[config.mk]
export PLATFORM = sky130hd
export DESIGN_NAME = sha256_byte_stream_hasher_core
export DESIGN_NICKNAME = d
export VERILOG_FILES = /design/src/rtl/sha_pkg.sv /design/src/rtl/sha256_byte_stream_hasher_core.sv /design/src/rtl/sha_compress.sv
export SDC_FILE = /design/constraint.sdc
export NUM_CORES = 2
export LEC_CHECK = 0
export BUFFER_PORTS_ARGS = -buffer_cell sky130_fd_sc_hd__clkbuf_2
export CAP_MARGIN = 25
export CORE_AREA = 2 2 432 434
export DETAILED_ROUTE_END_ITERATION = 6
export DIE_AREA = 0 0 434 436
export GPL_TIMING_DRIVEN = 0
export PLACE_DENSITY = 0.74
export SLEW_MARGIN = 0
export SYNTH_ARGS = -nofsm -noshare
export SYNTH_HDL_FRONTEND = slang
export SYNTH_HIERARCHICAL = 1
export SYNTH_SLANG_ARGS = --single-unit
[constraint.sdc]
create_clock -name aclk -period 14 [get_ports aclk]
set_input_delay 2.8 -clock aclk [delete_from_list [all_inputs] [get_ports aclk]]
set_output_delay 2.8 -clock aclk [all_outputs]
set_load 0.02 [all_outputs]
[src/rtl/sha_pkg.sv]
package sha_pkg;

    typedef struct packed {
        logic [7:0] data_byte;
        logic       byte_valid;
        logic       message_end;
    } sha_in_t;

    typedef struct packed {
        logic [31:0] digest_word;
        logic [2:0]  word_index;
        logic        last_word;
    } sha_out_t;

    localparam logic [255:0] HASH_INIT = {
        32'h6a09e667, 32'hbb67ae85, 32'h3c6ef372, 32'ha54ff53a,
        32'h510e527f, 32'h9b05688c, 32'h1f83d9ab, 32'h5be0cd19
    };

    localparam logic [7:0] PAD_BYTE = 8'h80;

    function automatic logic [31:0] round_k(input logic [5:0] idx);
        logic [31:0] k;
        case (idx)
            6'd0: k = 32'h428a2f98; 6'd1: k = 32'h71374491; 6'd2: k = 32'hb5c0fbcf;
            6'd3: k = 32'he9b5dba5; 6'd4: k = 32'h3956c25b; 6'd5: k = 32'h59f111f1;
            6'd6: k = 32'h923f82a4; 6'd7: k = 32'hab1c5ed5; 6'd8: k = 32'hd807aa98;
            6'd9: k = 32'h12835b01; 6'd10: k = 32'h243185be; 6'd11: k = 32'h550c7dc3;
            6'd12: k = 32'h72be5d74; 6'd13: k = 32'h80deb1fe; 6'd14: k = 32'h9bdc06a7;
            6'd15: k = 32'hc19bf174; 6'd16: k = 32'he49b69c1; 6'd17: k = 32'hefbe4786;
            6'd18: k = 32'h0fc19dc6; 6'd19: k = 32'h240ca1cc; 6'd20: k = 32'h2de92c6f;
            6'd21: k = 32'h4a7484aa; 6'd22: k = 32'h5cb0a9dc; 6'd23: k = 32'h76f988da;
            6'd24: k = 32'h983e5152; 6'd25: k = 32'ha831c66d; 6'd26: k = 32'hb00327c8;
            6'd27: k = 32'hbf597fc7; 6'd28: k = 32'hc6e00bf3; 6'd29: k = 32'hd5a79147;
            6'd30: k = 32'h06ca6351; 6'd31: k = 32'h14292967; 6'd32: k = 32'h27b70a85;
            6'd33: k = 32'h2e1b2138; 6'd34: k = 32'h4d2c6dfc; 6'd35: k = 32'h53380d13;
            6'd36: k = 32'h650a7354; 6'd37: k = 32'h766a0abb; 6'd38: k = 32'h81c2c92e;
            6'd39: k = 32'h92722c85; 6'd40: k = 32'ha2bfe8a1; 6'd41: k = 32'ha81a664b;
            6'd42: k = 32'hc24b8b70; 6'd43: k = 32'hc76c51a3; 6'd44: k = 32'hd192e819;
            6'd45: k = 32'hd6990624; 6'd46: k = 32'hf40e3585; 6'd47: k = 32'h106aa070;
            6'd48: k = 32'h19a4c116; 6'd49: k = 32'h1e376c08; 6'd50: k = 32'h2748774c;
            6'd51: k = 32'h34b0bcb5; 6'd52: k = 32'h391c0cb3; 6'd53: k = 32'h4ed8aa4a;
            6'd54: k = 32'h5b9cca4f; 6'd55: k = 32'h682e6ff3; 6'd56: k = 32'h748f82ee;
            6'd57: k = 32'h78a5636f; 6'd58: k = 32'h84c87814; 6'd59: k = 32'h8cc70208;
            6'd60: k = 32'h90befffa; 6'd61: k = 32'ha4506ceb; 6'd62: k = 32'hbef9a3f7;
            default: k = 32'hc67178f2;
        endcase
        return k;
    endfunction

endpackage

[src/rtl/sha256_byte_stream_hasher_core.sv]
// SHA-256 over a byte stream.
// Input channel s_*: one request per byte; byte_valid marks a message byte,
// message_end closes the message (a request may carry a bare end mark).
// Output channel m_*: eight digest words, most significant first, last_word
// high on the eighth.
// A byte that does not fill the block leaves s_ready high for the next byte.
// A byte that fills the 64-byte block starts the compressor: a load step,
// the rounds and a finish step, all with s_ready low; no new byte is taken
// until the block is hashed. The single round unit in sha_compress sets the pace.
// On an end request the block pads one byte a cycle (the pad, zeros, the
// 64-bit bit count), compressing once, or twice when the pad byte lands in
// the last eight bytes of the block; a byte that fills the block adds one
// more compression before the padding.
// The eight words are shown one per handshake and hold under m_ready low.
// The input side stays stalled until the last word is taken.
// Reset (aresetn low, synchronous) loads the initial hash, clears the fill
// count and bit count and drops m_valid; s_ready is high right after reset.
module sha256_byte_stream_hasher_core
    import sha_pkg::*;
(
    input  logic     aclk,
    input  logic     aresetn,
    input  logic     s_valid,
    output logic     s_ready,
    input  sha_in_t  s_data,
    output logic     m_valid,
    input  logic     m_ready,
    output sha_out_t m_data
);

    localparam logic [2:0] ST_IDLE = 3'd0;
    localparam logic [2:0] ST_COMP = 3'd1;
    localparam logic [2:0] ST_PAD  = 3'd2;
    localparam logic [2:0] ST_OUT  = 3'd3;

    logic [2:0]   state_reg;
    logic [511:0] blk_reg;     // block bytes, first byte at the top
    logic [5:0]   fill_reg;
    logic [63:0]  len_reg;
    logic [255:0] hash_reg;
    logic         fin_reg;     // message end seen; cleared after the last digest word
    logic         pad_first_reg;
    logic         pad_extra_reg; // pad byte went in past byte 55, one more block
    logic [2:0]   widx_reg;
    logic         start_reg;
    logic         comp_done;
    logic [255:0] comp_hash;
    logic         s_acc;
    logic [7:0]   pad_byte;
    logic [2:0]   len_sel;

    assign s_ready = (state_reg == ST_IDLE);
    assign s_acc   = s_valid && s_ready;

    sha_compress u_comp (
        .aclk     (aclk),
        .aresetn  (aresetn),
        .start    (start_reg),
        .block    (blk_reg),
        .hash_in  (hash_reg),
        .done     (comp_done),
        .hash_out (comp_hash)
    );

    // padding byte for the current fill position
    assign len_sel = fill_reg[2:0];
    always_comb begin
        if (pad_first_reg) begin
            pad_byte = PAD_BYTE;
        end else if (fill_reg >= 6'd56 && !pad_extra_reg) begin
            pad_byte = len_reg[63 - {len_sel, 3'b000} -: 8];
        end else begin
            pad_byte = 8'h00;
        end
    end

    // block shift register
    always_ff @(posedge aclk) begin
        if (s_acc && s_data.byte_valid) begin
            blk_reg <= {blk_reg[503:0], s_data.data_byte};
        end else if (state_reg == ST_PAD) begin
            blk_reg <= {blk_reg[503:0], pad_byte};
        end
    end

    // sequencer
    always_ff @(posedge aclk) begin
        if (!aresetn) begin
            state_reg     <= ST_IDLE;
            fill_reg      <= '0;
            len_reg       <= '0;
            hash_reg      <= HASH_INIT;
            fin_reg       <= 1'b0;
            pad_first_reg <= 1'b0;
            pad_extra_reg <= 1'b0;
            widx_reg      <= '0;
            start_reg     <= 1'b0;
        end else begin
            start_reg <= 1'b0;
            case (state_reg)
                ST_IDLE: begin
                    if (s_acc) begin
                        if (s_data.byte_valid) begin
                            len_reg  <= len_reg + 64'd8;
                            fill_reg <= fill_reg + 6'd1;
                        end
                        if (s_data.message_end) begin
                            fin_reg       <= 1'b1;
                            pad_first_reg <= 1'b1;
                        end
                        if (s_data.byte_valid && fill_reg == 6'd63) begin
                            state_reg <= ST_COMP;
                            start_reg <= 1'b1;
                        end else if (s_data.message_end) begin
                            state_reg <= ST_PAD;
                        end
                    end
                end
                ST_PAD: begin
                    pad_first_reg <= 1'b0;
                    if (pad_first_reg && fill_reg >= 6'd56) begin
                        pad_extra_reg <= 1'b1;
                    end
                    fill_reg      <= fill_reg + 6'd1;
                    if (fill_reg == 6'd63) begin
                        state_reg <= ST_COMP;
                        start_reg <= 1'b1;
                    end
                end
                ST_COMP: begin
                    if (comp_done) begin
                        hash_reg <= comp_hash;
                        if (!fin_reg) begin
                            state_reg <= ST_IDLE;
                        end else if (pad_first_reg) begin
                            state_reg <= ST_PAD;
                        end else if (pad_extra_reg) begin
                            pad_extra_reg <= 1'b0;
                            state_reg     <= ST_PAD;
                        end else begin
                            state_reg <= ST_OUT;
                            widx_reg  <= '0;
                        end
                    end
                end
                ST_OUT: begin
                    if (m_ready) begin
                        widx_reg <= widx_reg + 3'd1;
                        if (widx_reg == 3'd7) begin
                            state_reg <= ST_IDLE;
                            hash_reg  <= HASH_INIT;
                            len_reg   <= '0;
                            fill_reg  <= '0;
                            fin_reg   <= 1'b0;
                        end
                    end
                end
                default: state_reg <= ST_IDLE;
            endcase
        end
    end

    assign m_valid            = (state_reg == ST_OUT);
    assign m_data.digest_word = hash_reg[255 - {widx_reg, 5'b00000} -: 32];
    assign m_data.word_index  = widx_reg;
    assign m_data.last_word   = (widx_reg == 3'd7);

    a_out_hold: assert property (@(posedge aclk) disable iff (!aresetn)
        m_valid && !m_ready |=> m_valid && $stable(widx_reg))
        else $error("digest word lost under stall");
    a_no_accept_busy: assert property (@(posedge aclk) disable iff (!aresetn)
        state_reg != ST_IDLE |-> !s_ready)
        else $error("input accepted while busy");
    a_pad_end: assert property (@(posedge aclk) disable iff (!aresetn)
        state_reg == ST_OUT |-> fin_reg && fill_reg == 6'd0)
        else $error("digest shown before padding finished");

endmodule

[src/rtl/sha_compress.sv]
// One SHA-256 round per cycle over a 16-word sliding message schedule.
module sha_compress
    import sha_pkg::*;
(
    input  logic         aclk,
    input  logic         aresetn,
    input  logic         start,
    input  logic [511:0] block,
    input  logic [255:0] hash_in,
    output logic         done,
    output logic [255:0] hash_out
);

    logic [511:0] w_reg;
    logic [255:0] v_reg;
    logic [5:0]   round_reg;
    logic         busy_reg;
    logic         done_reg;

    logic [31:0] a, b, c, d, e, f, g, h, w0, w1, w9, w14, w_new;
    logic [31:0] s0, s1, big0, big1, ch, maj, t1, t2;

    assign {a, b, c, d, e, f, g, h} = v_reg;
    assign w0  = w_reg[511:480];
    assign w1  = w_reg[479:448];
    assign w9  = w_reg[223:192];
    assign w14 = w_reg[63:32];

    // schedule word sixteen ahead
    always_comb begin
        s0    = {w1[6:0], w1[31:7]} ^ {w1[17:0], w1[31:18]} ^ (w1 >> 3);
        s1    = {w14[16:0], w14[31:17]} ^ {w14[18:0], w14[31:19]} ^ (w14 >> 10);
        w_new = w0 + s0 + w9 + s1;
    end

    // round datapath
    always_comb begin
        big1 = {e[5:0], e[31:6]} ^ {e[10:0], e[31:11]} ^ {e[24:0], e[31:25]};
        ch   = (e & f) ^ (~e & g);
        t1   = h + big1 + ch + round_k(round_reg) + w0;
        big0 = {a[1:0], a[31:2]} ^ {a[12:0], a[31:13]} ^ {a[21:0], a[31:22]};
        maj  = (a & b) ^ (a & c) ^ (b & c);
        t2   = big0 + maj;
    end

    always_ff @(posedge aclk) begin
        if (!aresetn) begin
            busy_reg  <= 1'b0;
            done_reg  <= 1'b0;
            round_reg <= '0;
        end else begin
            done_reg <= 1'b0;
            if (start) begin
                busy_reg  <= 1'b1;
                round_reg <= '0;
            end else if (busy_reg) begin
                round_reg <= round_reg + 6'd1;
                if (round_reg == 6'd63) begin
                    busy_reg <= 1'b0;
                    done_reg <= 1'b1;
                end
            end
        end
    end

    always_ff @(posedge aclk) begin
        if (start) begin
            w_reg <= block;
            v_reg <= hash_in;
        end else if (busy_reg) begin
            w_reg <= {w_reg[479:0], w_new};
            v_reg <= {t1 + t2, a, b, c, d + t1, e, f, g};
        end
    end

    // final feed-forward add
    always_comb begin
        for (int i = 0; i < 8; i++) begin
            hash_out[i*32 +: 32] = hash_in[i*32 +: 32] + v_reg[i*32 +: 32];
        end
    end

    assign done = done_reg;

    a_done_after_busy: assert property (@(posedge aclk) disable iff (!aresetn)
        done_reg |-> $past(busy_reg) && !busy_reg)
        else $error("done without a running compression");
    a_round_hold: assert property (@(posedge aclk) disable iff (!aresetn)
        !busy_reg && !start |=> round_reg == $past(round_reg))
        else $error("round counter moved while idle");
    a_no_restart: assert property (@(posedge aclk) disable iff (!aresetn)
        busy_reg |-> !start)
        else $error("start while compressing");

endmodule
==> out/results.ini <==
[critical_path]
r2r.worst_path.cells=32
cp_data_arrival_time_ps=9800
cp-end-kind=flip-flop
crit_path_max_incr_delay_ps=630
critical-path-slowest-cell=xnor2_1
crit_fanout=5
critPathMostFrequentCell=inv_1
crit_start=u_comp/v_reg[107]
path_class=reg -> reg
timing.critical_path.from_type=flip-flop
worst_ep_required_time_ps=14550
startpoint_of_the_worst_slack_reg_to_reg_timing_path=u_comp/v_reg[107]

[route]
detail_route.vias_per_cell=6.240
drc=3
drt_iter0_drc=9376
via_count=66552
routed_wl_mm=304.4
antenna_violating_nets_post_route=0
drt_pass1_iterations=7
wl_per_cell_um=28.54

[finish]
final_core_util=0.5518
drive_above_1_share=0.1486
layout.nets=8635
syn_to_final_growth_pct=11.20
finalInstanceArea_um2=101900
fin_cells=10666
layout.cells.most_common=edfxtp_1
final_cell_mix=edfxtp_1 (1280), mux2_2 (706), o21ai_0 (507)

[die]
design.core.area_um2=184600
die_area_um2=189200
top_level_ports=52
chipWidth_um=434
starting_density=0.4962
std_cell_rows=158
die_height_um=436

[synthesis]
yosys_warnings=6
syn-instance-count=7760
postSynth.asyncResetShare=0
post_synth_num_cell_types=95
synth_top_area_frac=0.4195
mappedNetlistNets=8363
synth_top_cells_by_area=edfxtp_1 (42%), mux2_2 (8.7%), dfxtp_1 (8.1%)
mappedNetlistArea_um2=91620
netlist.top_cell.by_area=edfxtp_1
postSynth.topFlopCell=edfxtp_1
postSynthAreaPerCell_um2=11.81
edff_count_synth=1280
postSynthRegisterBits=1652
synth-seq-area-share=0.5008

[global_routing]
grt_max_degree=123
grtUsageTotal=0.3174
grt.overflow.total=0
first_pass_grt_wire_length_mm=438.9
first_global_vias=63894
initial_antenna_violation_count=16

[status]
violations=design-rule violations
outcome=complete, but fails checks

[placement]
numPlacedInstances=10329
place_ws_ps=5215
detailed_place.area_um2=95740
hpwlAfterDp_mm=230.3
gp_routability_congestion=1.059
io_buffers=51

[timing]
final.setup_skew_ps=83.07
timing_max_transition_violations_final=0
maxSlewHeadroom=0.1883
hold_viol=0
setup_repair_after_global_routing_missed_its_margin=no
setup_viol=0
timing.final.ws_setup_ps=4749
setup-tns-final_ps=0
holdWs_ps=423.4
timing.fmax_ghz=0.1081
period_share=0.6608
tightest_slew_ps=1218
finalWorstPathRequiredPeriod_ps=9251

[worst_hold_path]
timing.hold.worst.start=blk_reg[492]
holdCritPathClass=reg -> reg
min_delay_path_depth=0

[clock_tree]
cts_buffer_depth=3
cts_resized=0
htree_num_levels=4
cts_buffers=173
clock_latency_ps=860
cts.sinks=1652
cts_tree=yes
cts-root-buf=clkbuf_16
buffer_count_from_post_cts_setup_fixing=0
post_cts_hold_buffer_count=0
clk_pin_slew_ps=70

[pwr]
ir_drop_mv=0.1264
pwr_density_cell_nw_per_um2=102.6
leakagePower_nw=36.74
report.power.total_mw=10.46

[flow_run]
maximum_capacitance_violations=0

-- cell usage after synthesis, types with 19 or more instances --
library cell / n
nor2b_1: 196
dfxtp_1: 372
nand3_1: 109
o21ai_0: 507
a31oi_1: 50
maj3_1: 22
nand2b_1: 63
a21o_1: 168
buf_1: 26
inv_1: 452
xor2_1: 215
o21a_1: 55
fa_1: 195
clkbuf_1: 344
xnor2_1: 417
or3_1: 40
nand2_1: 368
and3_1: 44
o21bai_1: 43
mux4_2: 78
nand4_1: 52
a21oi_1: 362
a211oi_1: 51
a22oi_1: 124
mux2_2: 706
o31ai_1: 25
ha_1: 394
o211ai_1: 52
edfxtp_1: 1280
nor3_1: 201
nor2_1: 404
and2_1: 19
-- cell families (layout without fill, tap and decap cells) --
family | count (synthesis) | in the layout | share of synthesized area
AOI/OAI and AO/OA | 1631 | 1631 | 0.1115
xor gates and xnor gates | 634 | 634 | 0.06091
adders and majority gates | 611 | 611 | 0.09882
buffers and inverters | 846 | 1268 | 0.03519
DFF | 1652 | 1652 | 0.5008
muxes | 800 | 800 | 0.1077
other | 0 | 4 | 0
and+or+nand+nor | 1586 | 1586 | 0.08501
-- routing by layer --
layer	global-route usage	up-vias	share of wire	wire [um]
li1	-	28906	-	-
met1	0.4311	32766	0.39	119700
met2	0.4604	4040	0.43	129400
met3	0.08419	820	0.12	35180
met4	0.1767	20	0.065	19910
met5	0	-	0.00041	125
-- final timing paths --
kind                            end  slack, ps
setup / recovery  u_comp/v_reg[255]       4750
hold reg to reg        blk_reg[500]        420
setup reg to reg  u_comp/v_reg[255]       4750
hold / removal         blk_reg[500]        420
-- area by class of cell --
type | instances | area [um2]
Buffer | 389 | 1511
Fill cell | 15353 | 82760
Antenna cell | 4 | 10.01
Sequential cell | 1652 | 45880
Timing Repair Buffer | 97 | 1090
Tap cell | 2480 | 3103
Inverter | 457 | 1715
Clock buffer | 228 | 4750
Clock inverter | 97 | 1291
Multi-Input combinational cell | 5262 | 42530
-- worst max-delay path: cells and delay by family, from the launching register on --
family                   cells  cell delay, ps
AO/OA/AOI/OAI                9            2220
adder cells (fa/ha/maj)      6            2580
flip-flops                   1             370
buffers and inverters        6            1160
AND/OR/NAND/NOR              7             980
XOR/XNOR                     4            1650
-- power breakdown --
| part | internal, mW | switching [mW] |
|---|---|---|
| Combinational | 0.0270 | 0.115 |
| Sequential | 5.40 | 0.0622 |
| Clock | 2.81 | 2.05 |
| Total | 8.23 | 2.22 |
Power figures use the tool's default switching activity.
